===== src/rtl/core/dcpf_pkg.sv =====
// Shared types and constants for the divisor count unit.
// Used by the controller, datapath and top level; no dependencies.
`default_nettype none
package dcpf_pkg;

  localparam int VALUE_BITS_DEF = 31;
  localparam int COUNT_BITS     = 11;

  typedef enum logic [2:0] {
    ST_IDLE,
    ST_STRIP,
    ST_NEW_GO,
    ST_NEW_RUN,
    ST_REP_GO,
    ST_REP_RUN
  } state_t;

  typedef struct packed {
    logic load;
    logic shift;
    logic init_odd;
    logic div_start;
    logic take_quo;
    logic next_cand;
    logic emit_zero;
    logic emit_final;
  } cmd_t;

  typedef struct packed {
    logic value_zero;
    logic value_even;
    logic div_done;
    logic cand_le_quo;
    logic rem_zero;
  } status_t;

endpackage
`default_nettype wire


===== src/rtl/core/dcpf_div.sv =====
// Bit-serial restoring divider: one quotient bit per cycle.
// Standalone; instantiated by dcpf_datapath.
`default_nettype none
module dcpf_div #(
  parameter int VALUE_BITS = 31
) (
  input  wire logic                  clk,
  input  wire logic                  rst,
  input  wire logic                  start,
  input  wire logic [VALUE_BITS-1:0] dividend,
  input  wire logic [VALUE_BITS-1:0] divisor,
  output logic                       running,
  output logic      [VALUE_BITS-1:0] quotient,
  output logic      [VALUE_BITS-1:0] remainder
);

  localparam int STEP_BITS = $clog2(VALUE_BITS + 1);

  logic [STEP_BITS-1:0]  step;
  logic [VALUE_BITS-1:0] dvsr;
  logic [VALUE_BITS:0]   trial;
  logic [VALUE_BITS:0]   diff;
  logic                  fits;

  assign trial = {remainder, quotient[VALUE_BITS-1]};
  assign diff  = trial - {1'b0, dvsr};
  assign fits  = trial >= {1'b0, dvsr};

  always_ff @(posedge clk) begin
    if (rst) begin
      running <= 1'b0;
      step    <= '0;
    end else if (start) begin
      running <= 1'b1;
      step    <= STEP_BITS'(VALUE_BITS);
    end else if (running) begin
      step <= step - STEP_BITS'(1);
      if (step == STEP_BITS'(1)) begin
        running <= 1'b0;
      end
    end
  end

  always_ff @(posedge clk) begin
    if (start) begin
      remainder <= '0;
      quotient  <= dividend;
      dvsr      <= divisor;
    end else if (running) begin
      if (fits) begin
        remainder <= diff[VALUE_BITS-1:0];
        quotient  <= {quotient[VALUE_BITS-2:0], 1'b1};
      end else begin
        remainder <= trial[VALUE_BITS-1:0];
        quotient  <= {quotient[VALUE_BITS-2:0], 1'b0};
      end
    end
  end

endmodule
`default_nettype wire


===== src/rtl/core/dcpf_datapath.sv =====
// Datapath: remaining value, candidate, exponent, running count, result word.
// Depends on dcpf_pkg and dcpf_div.
`default_nettype none
module dcpf_datapath
  import dcpf_pkg::*;
#(
  parameter int VALUE_BITS = VALUE_BITS_DEF
) (
  input  wire logic                  clk,
  input  wire logic                  rst,
  input  wire logic [VALUE_BITS-1:0] number,
  input  wire cmd_t                  cmd,
  output status_t                    status,
  output logic                       done,
  output logic      [COUNT_BITS-1:0] divisor_count
);

  localparam int EXPO_BITS = $clog2(VALUE_BITS + 1);
  localparam int PROD_BITS = COUNT_BITS + EXPO_BITS;

  logic [VALUE_BITS-1:0] value;
  logic [VALUE_BITS-1:0] cand;
  logic [EXPO_BITS-1:0]  expo;
  logic [COUNT_BITS-1:0] count;
  logic                  div_running;
  logic [VALUE_BITS-1:0] quotient;
  logic [VALUE_BITS-1:0] remainder;
  logic [EXPO_BITS-1:0]  factor;
  logic [PROD_BITS-1:0]  prod;
  logic [COUNT_BITS-1:0] prod_sat;

  dcpf_div #(
    .VALUE_BITS(VALUE_BITS)
  ) u_div (
    .clk      (clk),
    .rst      (rst),
    .start    (cmd.div_start),
    .dividend (value),
    .divisor  (cand),
    .running  (div_running),
    .quotient (quotient),
    .remainder(remainder)
  );

  // final step doubles the count when a prime above the bound remains
  always_comb begin
    if (cmd.emit_final) begin
      factor = (|value[VALUE_BITS-1:1]) ? EXPO_BITS'(2) : EXPO_BITS'(1);
    end else begin
      factor = expo + EXPO_BITS'(1);
    end
    prod     = {{EXPO_BITS{1'b0}}, count} * {{COUNT_BITS{1'b0}}, factor};
    prod_sat = (|prod[PROD_BITS-1:COUNT_BITS]) ? '1 : prod[COUNT_BITS-1:0];
  end

  always_comb begin
    status.value_zero  = (value == '0);
    status.value_even  = ~value[0];
    status.div_done    = ~div_running;
    status.cand_le_quo = (cand <= quotient);
    status.rem_zero    = (remainder == '0);
  end

  always_ff @(posedge clk) begin
    if (cmd.load) begin
      value <= number;
      expo  <= '0;
      count <= COUNT_BITS'(1);
    end else if (cmd.shift) begin
      value <= {1'b0, value[VALUE_BITS-1:1]};
      expo  <= expo + EXPO_BITS'(1);
    end else if (cmd.init_odd) begin
      count <= prod_sat;
      expo  <= '0;
      cand  <= VALUE_BITS'(3);
    end else if (cmd.take_quo) begin
      value <= quotient;
      expo  <= expo + EXPO_BITS'(1);
    end else if (cmd.next_cand) begin
      count <= prod_sat;
      expo  <= '0;
      cand  <= cand + VALUE_BITS'(2);
    end
  end

  always_ff @(posedge clk) begin
    if (rst) begin
      done <= 1'b0;
    end else begin
      done <= cmd.emit_zero | cmd.emit_final;
    end
  end

  always_ff @(posedge clk) begin
    if (cmd.emit_zero) begin
      divisor_count <= '0;
    end else if (cmd.emit_final) begin
      divisor_count <= prod_sat;
    end
  end

endmodule
`default_nettype wire


===== src/rtl/core/dcpf_ctrl.sv =====
// Controller FSM: sequences strip-twos, trial divisions and result write.
// Depends on dcpf_pkg.
`default_nettype none
module dcpf_ctrl
  import dcpf_pkg::*;
(
  input  wire logic    clk,
  input  wire logic    rst,
  input  wire logic    start,
  input  wire status_t status,
  output logic         busy,
  output cmd_t         cmd
);

  state_t state;
  state_t state_next;

  always_ff @(posedge clk) begin
    if (rst) begin
      state <= ST_IDLE;
    end else begin
      state <= state_next;
    end
  end

  always_comb begin
    state_next = state;
    cmd        = '0;
    busy       = (state != ST_IDLE);
    case (state)
      ST_IDLE: begin
        if (start) begin
          cmd.load   = 1'b1;
          state_next = ST_STRIP;
        end
      end
      ST_STRIP: begin
        if (status.value_zero) begin
          cmd.emit_zero = 1'b1;
          state_next    = ST_IDLE;
        end else if (status.value_even) begin
          cmd.shift = 1'b1;
        end else begin
          cmd.init_odd = 1'b1;
          state_next   = ST_NEW_GO;
        end
      end
      ST_NEW_GO: begin
        cmd.div_start = 1'b1;
        state_next    = ST_NEW_RUN;
      end
      // first division of a candidate also gives the bound test
      ST_NEW_RUN: begin
        if (status.div_done) begin
          if (!status.cand_le_quo) begin
            cmd.emit_final = 1'b1;
            state_next     = ST_IDLE;
          end else if (status.rem_zero) begin
            cmd.take_quo = 1'b1;
            state_next   = ST_REP_GO;
          end else begin
            cmd.next_cand = 1'b1;
            state_next    = ST_NEW_GO;
          end
        end
      end
      ST_REP_GO: begin
        cmd.div_start = 1'b1;
        state_next    = ST_REP_RUN;
      end
      // repeated division by the same candidate: no bound test
      ST_REP_RUN: begin
        if (status.div_done) begin
          if (status.rem_zero) begin
            cmd.take_quo = 1'b1;
            state_next   = ST_REP_GO;
          end else begin
            cmd.next_cand = 1'b1;
            state_next    = ST_NEW_GO;
          end
        end
      end
      default: begin
        state_next = ST_IDLE;
      end
    endcase
  end

endmodule
`default_nettype wire


===== src/rtl/core/divisor_count_prime_factorization_unit.sv =====
// Zero is answered from the strip state; otherwise trailing zero bits are shifted out, then a
// trial division runs once per odd candidate plus once per factor found.
// Worst case at 31 bits is about 23,000 candidates; the single bit-serial divider
// sets the run time. One word in flight; done pulses one cycle.
// Synchronous active-high reset returns the controller to idle with done low.
// The receiver cannot stall; divisor_count holds each count until the next result.
`default_nettype none
module divisor_count_prime_factorization_unit
  import dcpf_pkg::*;
#(
  parameter int VALUE_BITS = VALUE_BITS_DEF
) (
  input  wire logic                  clk,
  input  wire logic                  rst,
  input  wire logic                  start,
  input  wire logic [VALUE_BITS-1:0] number,
  output logic                       busy,
  output logic                       done,
  output logic      [COUNT_BITS-1:0] divisor_count
);

  cmd_t    cmd;
  status_t status;

  dcpf_ctrl u_ctrl (
    .clk   (clk),
    .rst   (rst),
    .start (start),
    .status(status),
    .busy  (busy),
    .cmd   (cmd)
  );

  dcpf_datapath #(
    .VALUE_BITS(VALUE_BITS)
  ) u_datapath (
    .clk          (clk),
    .rst          (rst),
    .number       (number),
    .cmd          (cmd),
    .status       (status),
    .done         (done),
    .divisor_count(divisor_count)
  );

endmodule
`default_nettype wire

===== config.mk =====
export PLATFORM = sky130hd
export DESIGN_NAME = divisor_count_prime_factorization_unit
export DESIGN_NICKNAME = d
export VERILOG_FILES = /design/src/rtl/core/dcpf_pkg.sv /design/src/rtl/core/dcpf_div.sv /design/src/rtl/core/dcpf_datapath.sv /design/src/rtl/core/dcpf_ctrl.sv /design/src/rtl/core/divisor_count_prime_factorization_unit.sv
export SDC_FILE = /design/constraint.sdc
export NUM_CORES = 1
export LEC_CHECK = 0
export ABC_AREA = 1
export BUFFER_PORTS_ARGS = -buffer_cell sky130_fd_sc_hd__buf_4
export CAP_MARGIN = 20
export CORE_ASPECT_RATIO = 0.75
export CORE_MARGIN = 1.5
export CORE_UTILIZATION = 30
export CTS_CLUSTER_DIAMETER = 60
export CTS_CLUSTER_SIZE = 10
export DETAILED_ROUTE_END_ITERATION = 6
export GPL_TIMING_DRIVEN = 0
export SYNTH_ARGS = -nofsm -noshare
export SYNTH_HDL_FRONTEND = slang
export SYNTH_SLANG_ARGS = --single-unit
export TNS_END_PERCENT = 100

===== constraint.sdc =====
create_clock -name clk -period 5.3 [get_ports clk]
set_input_delay 0.795 -clock clk [delete_from_list [all_inputs] [get_ports clk]]
set_output_delay 0.795 -clock clk [all_outputs]
set_load 0.005 [all_outputs]

* Word-level counts from Yosys, hierarchy flattened *
Cells that the tools add are included.

word-level totals
  register bits = 192
  word-level logic and storage cells = 100

operators by class
  add/subtract/negate cells = 4
  multiply operators = 1
  magnitude comparators = 2
  equal/unequal tests = 12
  muxes and demuxes = 51
  bitwise logic cells = 3
  reduce and logical (&&, ||, !) cells = 15

operators by type and width
  operator                                              count
  2-to-1 mux 31 bit                                     9
  zero test 31 bit                                      2
  2-to-1 mux 11 bit                                     4
  2-to-1 mux 5 bit                                      7
  greater-or-equal comparator 32 x 31 -> 1 bit          1
  adder 31 x 2 -> 31 bit (second input constant)        1
  less-or-equal comparator 31 bit                       1
  subtractor 31 bit                                     1
  OR reduction 30 bit                                   1
  2-to-1 mux 3 bit                                      7
  case mux 3 bit (6 select lines)                       1
  multiplier 11 x 5 -> 16 bit                           1
  2-to-1 mux 1 bit                                      16
  2-to-1 mux 2 bit                                      6
  AND reduction 4 bit                                   2
  equality test 3 x 2 -> 1 bit (second input constant)  2
  equality test 3 bit (second input constant)           2
  inequality test 2 bit (second input constant)         3
  nonzero test 3 bit                                    2
  adder 5 x 1 -> 5 bit (second input constant)          1
  equality test 5 x 1 -> 1 bit (second input constant)  1
  OR reduction 5 bit                                    1
  subtractor 5 x 1 -> 5 bit (second input constant)     1
  case mux 2 bit (2 select lines)                       1
  12 further kinds                                      14

* Logic depth before layout (Yosys ltp) *
  word-level depth = 11
  depth in mapped cells = 35
  gate-level depth less buffers = 34

* Hierarchy *
Synthesis repeated with hierarchy kept, for this count alone.

second synthesis, totals
  cell total of the unflattened synthesis = 2027
  area total of the unflattened synthesis = 14413.8 um2

by module, submodules not included
  module         times used  cells each  area an instance (um2)
  dcpf_datapath  1           996         7403.4
  dcpf_div       1           972         6685.2
  dcpf_ctrl      1           59          325.3

* Least setup slack after synthesis *
No wires, ideal clock.

  path type = reg-to-reg
  from = register u_datapath.u_div.quotient[30]
  to = register u_datapath.count[2]
  library setup time = 109 ps
  arrival time = 5034 ps
  required time = 5191 ps
  slack = 157 ps
  stages on the path, launching flop included = 29
  buffers on the path = 1
  clock period less this slack = 5143 ps
  cells stage by stage = edfxtp_1 inv_1 ha_1 a21o_1 nor2_1 nand2_1 a21oi_1 nand2_1 nand3_1 nand2_1 inv_1 nand2_1 fa_1 fa_1 fa_1 inv_1 ha_1 o21ai_0 nand3b_1 nand3_1 nand2_1 nand2_1 nor2_1 nand3_1 buf_2 nor2_1 nand2_1 nand2_1 inv_1

between the ends
  word-level cells in the longest chain between the ends = 11
  elaborated cells between the ends (all ways) = 17
  those cells by class = mul (1); order compare (1); eq/ne (1); mux (11); reduce/logical (3)

RTL lines
  what                               RTL line             RTL
  start: declaration                 dcpf_div.sv:13       output logic [VALUE_BITS-1:0] quotient,
  start signal: assignment           dcpf_div.sv:47       quotient <= dividend;
  start signal: assignment           dcpf_div.sv:52       quotient <= {quotient[VALUE_BITS-2:0], 1'b1};
  start signal: assignment           dcpf_div.sv:55       quotient <= {quotient[VALUE_BITS-2:0], 1'b0};
  less-or-equal comparator 31 bit *  dcpf_datapath.sv:60  status.cand_le_quo = (cand <= quotient);
  2-to-1 mux 1 bit                   dcpf_ctrl.sv:55      if (!status.cand_le_quo) begin
  2-to-1 mux 1 bit                   dcpf_ctrl.sv:54      if (status.div_done) begin
  2-to-1 mux 1 bit                   dcpf_ctrl.sv:30      case (state)
  2-to-1 mux 5 bit                   dcpf_datapath.sv:47  if (cmd.emit_final) begin
  multiplier 11 x 5 -> 16 bit        dcpf_datapath.sv:52  prod = {{EXPO_BITS{1'b0}}, count} * {{COUNT_BITS{1'b0}}, factor};
  OR reduction 5 bit                 dcpf_datapath.sv:53  prod_sat = (|prod[PROD_BITS-1:COUNT_BITS]) ? '1 : prod[COUNT_BITS-1:0];
  2-to-1 mux 11 bit                  dcpf_datapath.sv:53
  2-to-1 mux 11 bit                  dcpf_datapath.sv:79  end else if (cmd.next_cand) begin
  2-to-1 mux 11 bit                  dcpf_datapath.sv:76  end else if (cmd.take_quo) begin
  2-to-1 mux 11 bit                  dcpf_datapath.sv:72  end else if (cmd.init_odd) begin
  end signal: assignment             dcpf_datapath.sv:73  count <= prod_sat;
  end signal: assignment             dcpf_datapath.sv:80  count <= prod_sat;
  end: declaration                   dcpf_datapath.sv:24  logic [COUNT_BITS-1:0] count;

Every way passes the cells marked *; elsewhere a longest branch is shown, timed or not. The select of a mux whose other input is x is not followed.
A chain may end at the register's enable or synchronous reset.

* Worst setup path after layout *
  from = register u_datapath.cand[26]
  to = register u_datapath.count[8]

between the ends
  word-level cells in the longest chain between the ends = 11
  elaborated cells between the ends (all ways) = 17
  those cells by class = mul (1); order compare (1); eq/ne (1); mux (11); reduce/logical (3)

RTL lines
  what                               RTL line             RTL
  start: declaration                 dcpf_datapath.sv:22  logic [VALUE_BITS-1:0] cand;
  start signal: assignment           dcpf_datapath.sv:82  cand <= cand + VALUE_BITS'(2);
  less-or-equal comparator 31 bit *  dcpf_datapath.sv:60
  2-to-1 mux 1 bit                   dcpf_ctrl.sv:55
  2-to-1 mux 1 bit                   dcpf_ctrl.sv:54
  2-to-1 mux 1 bit                   dcpf_ctrl.sv:30
  2-to-1 mux 5 bit                   dcpf_datapath.sv:47
  multiplier 11 x 5 -> 16 bit        dcpf_datapath.sv:52
  OR reduction 5 bit                 dcpf_datapath.sv:53
  2-to-1 mux 11 bit                  dcpf_datapath.sv:53
  2-to-1 mux 11 bit                  dcpf_datapath.sv:79
  2-to-1 mux 11 bit                  dcpf_datapath.sv:76
  2-to-1 mux 11 bit                  dcpf_datapath.sv:72

Marks and branches as above.

==> results.py <==
metrics = {
    "place": {
        "hpwlAfterDp_um": 28500,
        "dp_slack_ns": -1.57,
        "gp_congestion": 0.942,
        "dpl_cell_area_um2": 14300,
        "placed_cells": 2363,
        "portBuffers": 45,
    },
    "route": {
        "drtAntennaViolNets": 0,
        "vias_per_cell": 4.94,
        "drc": 0,
        "via_count": 12000,
        "drt_iter0_markers": 1139,
        "drt_wl_total_um": 37200,
        "drt-pass1-iter-count": 6,
        "wl_per_cell_um": 15.3,
    },
    "yosys": {
        "synth_edf_count": 122,
        "synth_top_family_by_area": "simple AND/OR/NAND/NOR gates",
        "netlist_area_um2": 13200,
        "ys.flop_type": "edfxtp_1",
        "synthAdderAreaFrac_pct": 12.7,
        "ys_seq_area_share_pct": 38.0,
        "netlist_instances": 1738,
        "syn_avg_cell_area_um2": 7.61,
        "synth_xor_area_share_pct": 2.25,
        "synthMuxAreaShare_pct": 0,
        "synthArstFlopShare_pct": 0,
        "ys_warn_count": 0,
        "synth_compound_area_share_pct": 13.1,
        "syn-num-nets": 1889,
        "yosys.area_share.simple_pct": 24.7,
        "synth_cell_types": 51,
        "synth.ff_latch_count": 190,
    },
    "power": {
        "pwr-share-seq_pct": 33.2,
        "netSwitchingFraction_pct": 45.7,
        "pwr-share-clk_pct": 16.4,
        "p_sw_mw": 3.74,
        "power.share.combinational_pct": 50.4,
        "peakVddDrop_mv": 0.268,
        "p_leak_nw": 6.96,
        "p_int_mw": 4.43,
        "p_per_area_nw_per_um2": 516,
    },
    "critical_path": {
        "cpPeakStageDelay_ns": 0.55,
        "start_kind": "register",
        "critical_path_arrival_ns": 5.74,
        "reg2reg_depth": 29,
        "cp-end-kind": "register",
        "timing.rr.end": "u_datapath.count[8]",
        "crit_required_ns": 5.66,
        "cp_slowest_cell": "fa_1",
        "rrSetupSlack_ns": -0.08,
        "crit_start": "u_datapath.cand[26]",
        "r2r_start": "u_datapath.cand[26]",
        "crit_path_end": "u_datapath.count[8]",
        "cp_max_fo": 7,
        "critPathKind": "register to register",
    },
    "final_layout": {
        "nets": 1992,
        "n_antenna_cell": 0,
        "num-fill-cells": 4553,
        "syn_to_final_growth_pct": 19.9,
        "seq_area_um2": 5020,
        "multiInputGateArea_um2": 7580,
        "instances_no_fill": 2432,
        "drive_gt1_share_pct": 14.6,
        "utilization_pct": 36.5,
        "final_area_um2": 15800,
    },
    "clock_network": {
        "cts_tree": "built",
        "clkLatencyLatePin_ns": 0.46,
        "cts.reportedPaths.clkPinSlew_ns": 0.08,
        "hold_buffers": 0,
        "clock_path_buffers": 2,
        "cts.sinks": 190,
        "cts-root-buf": "clkbuf_16",
        "numCtsBuffers": 17,
        "htree_levels": 4,
    },
    "timing": {
        "hold_viol": 0,
        "period_minus_slack_ns": 5.38,
        "worst_hold_slack_ns": 0.462,
        "post-route-period-util_pct": 102,
        "slew_violations": 0,
        "finalWorstSetupSlack_ns": -0.0801,
        "clock.fmax_mhz": 186,
        "rsz0062_at_grt": "yes",
        "relSlewSlack_pct": 36.1,
        "fin_skew_ns": 0.0176,
        "setup_viol_count_final": 9,
        "tightest_slew_ns": 0.958,
    },
    "floorplanning": {
        "die_w_um": 245,
        "die_area_um2": 45300,
        "row_count": 66,
        "chipHeight_um": 185,
        "top_level_ports": 47,
        "initial_core_util_pct": 30.4,
        "core_um2": 43400,
    },
    "global_route": {
        "grt_max_degree": 41,
        "grt_usage_pct": 16.8,
        "antenna_found_initial": 0,
        "grt_overflow": 0,
        "grt_pass1_wl_um": 59800,
        "grt_pass1_vias": 11100,
    },
    "hold_path": {
        "hold_class": "register to register",
    },
    "job": {
        "maxCapViolCount": 0,
    },
    "outcome": {
        "status": "complete, but fails checks",
        "violations": "negative setup slack",
    },
}
## power groups by stage
stage	logic (mW)	clock network (mW)	registers (mW)
after global routing	4.62	1.42	2.77
final	4.11	1.34	2.71
after CTS	3.83	1.36	2.69
after floorplan	2.54	0	2.63
after detailed placement	3.62	0	2.77
after global placement	3.49	0	2.77
## state kept, by name, summed over array words and instances, names as in the netlist
name                        cells
u_datapath.divisor_count       11
u_datapath.done                 1
u_datapath.count               11
u_datapath.u_div.quotient      31
u_ctrl.state                    3
u_datapath.u_div.running        1
u_datapath.u_div.dvsr          30
u_datapath.expo                 5
u_datapath.value               31
u_datapath.cand                30
u_datapath.u_div.remainder     31
u_datapath.u_div.step           5
## how the worst min path moves through the flow
stage	from	depth (start not counted)	endpoint	slack, ns
final	u_datapath.divisor_count[8]	2	u_datapath.divisor_count[8]	0.46
after global routing	u_datapath.divisor_count[8]	2	u_datapath.divisor_count[8]	0.49
after CTS	u_datapath.divisor_count[0]	2	u_datapath.divisor_count[0]	0.46
after detailed placement	u_datapath.divisor_count[0]	2	u_datapath.divisor_count[0]	0.45
after global placement	u_datapath.divisor_count[0]	2	u_datapath.divisor_count[0]	0.44
after floorplan	u_datapath.divisor_count[0]	2	u_datapath.divisor_count[0]	0.45
## repair_timing
action / CTS / global route
endpoints found under the setup margin: 22 / 22
pin swaps: 5 / 50
cloned: 0 / 1
gates resized for setup: 44 / 126
setup buffers: 25 / 11
## placed cells by master, fill, tap and decap left out, types with 24 or more instances in the layout
| cell type | n |
|---|---|
| ha_1 | 77 |
| edfxtp_1 | 122 |
| inv_1 | 251 |
| nand3_1 | 73 |
| dfxtp_1 | 68 |
| fa_1 | 28 |
| buf_4 | 82 |
| nand2_1 | 403 |
| nor3_1 | 24 |
| nor2_2 | 24 |
| a21oi_1 | 75 |
| o21ai_1 | 24 |
| o211ai_1 | 25 |
| o21ai_0 | 137 |
| nor2_1 | 144 |
## cells by family (layout without fill, tap and decap cells)
kind of cell / count (synthesis) / count (layout)
AOI/OAI and AO/OA: 311 / 311
buffers and inverters: 314 / 430
xor gates and xnor gates: 34 / 34
and+or+nand+nor: 772 / 772
DFF: 190 / 190
adders and majority gates: 117 / 117
## synthesized netlist by cell type, drive strengths merged (2+ instances only)
library cell | instances | area (um2)
nand2 | 427 | 1610
inv | 272 | 1020
nor2 | 186 | 728
o21ai | 170 | 862
edfxtp | 122 | 3660
ha | 89 | 1110
a21oi | 83 | 423
nand3 | 83 | 435
dfxtp | 68 | 1360
o211ai | 29 | 238
fa | 28 | 561
nor3 | 28 | 156
xnor2 | 22 | 193
clkbuf | 21 | 80.1
nand4 | 21 | 138
buf | 20 | 114
nor4 | 12 | 90.1
xor2 | 12 | 105
a21o | 9 | 67.6
a31oi | 5 | 31.3
nand3b | 5 | 37.5
o21a | 5 | 37.5
o21bai | 5 | 37.5
nor3b | 4 | 30.0
and3 | 3 | 18.8
a21boi | 2 | 15.0
or2 | 2 | 12.5
## final cells by class
| type | count | area share [%] |
|---|---|---|
| clock buffers | 19 | 2.73 |
| multi-input cells | 1234 | 47.8 |
| flip-flops and latches | 190 | 31.7 |
| well taps | 578 | 4.56 |
| clock inverters | 13 | 0.995 |
| inverters | 273 | 6.61 |
| repair buffers | 84 | 4.23 |
| plain buffers | 41 | 1.33 |
## critical path, delay by kind of cell (launching register included)
kind                       cells  cell delay, ns
AOI/OAI and AO/OA              1            0.20
buffers and inverters          5            0.40
DFF                            1            0.48
and+or+nand+nor               18            2.00
adders and majority gates      5            2.21
## per-layer routing
layer  share of wire [%]  vias to the layer above  track usage, %
li1                    -                     5939               -
met1                  51                     5632            26.1
met2                  40                      402            23.6
met3                 7.1                       39            2.93
met4                 1.7                        0            4.10
met5                   0                        -               0
## stage by stage
stage                     power [mW]  TNS (ns)
after floorplan                 5.17         0
after detailed placement        6.39    -31.27
after CTS                       7.88   -0.0563
after global placement          6.27    -30.38
final                           8.17    -0.206
after global routing            8.81     -6.28
Power figures use the tool's default switching activity.
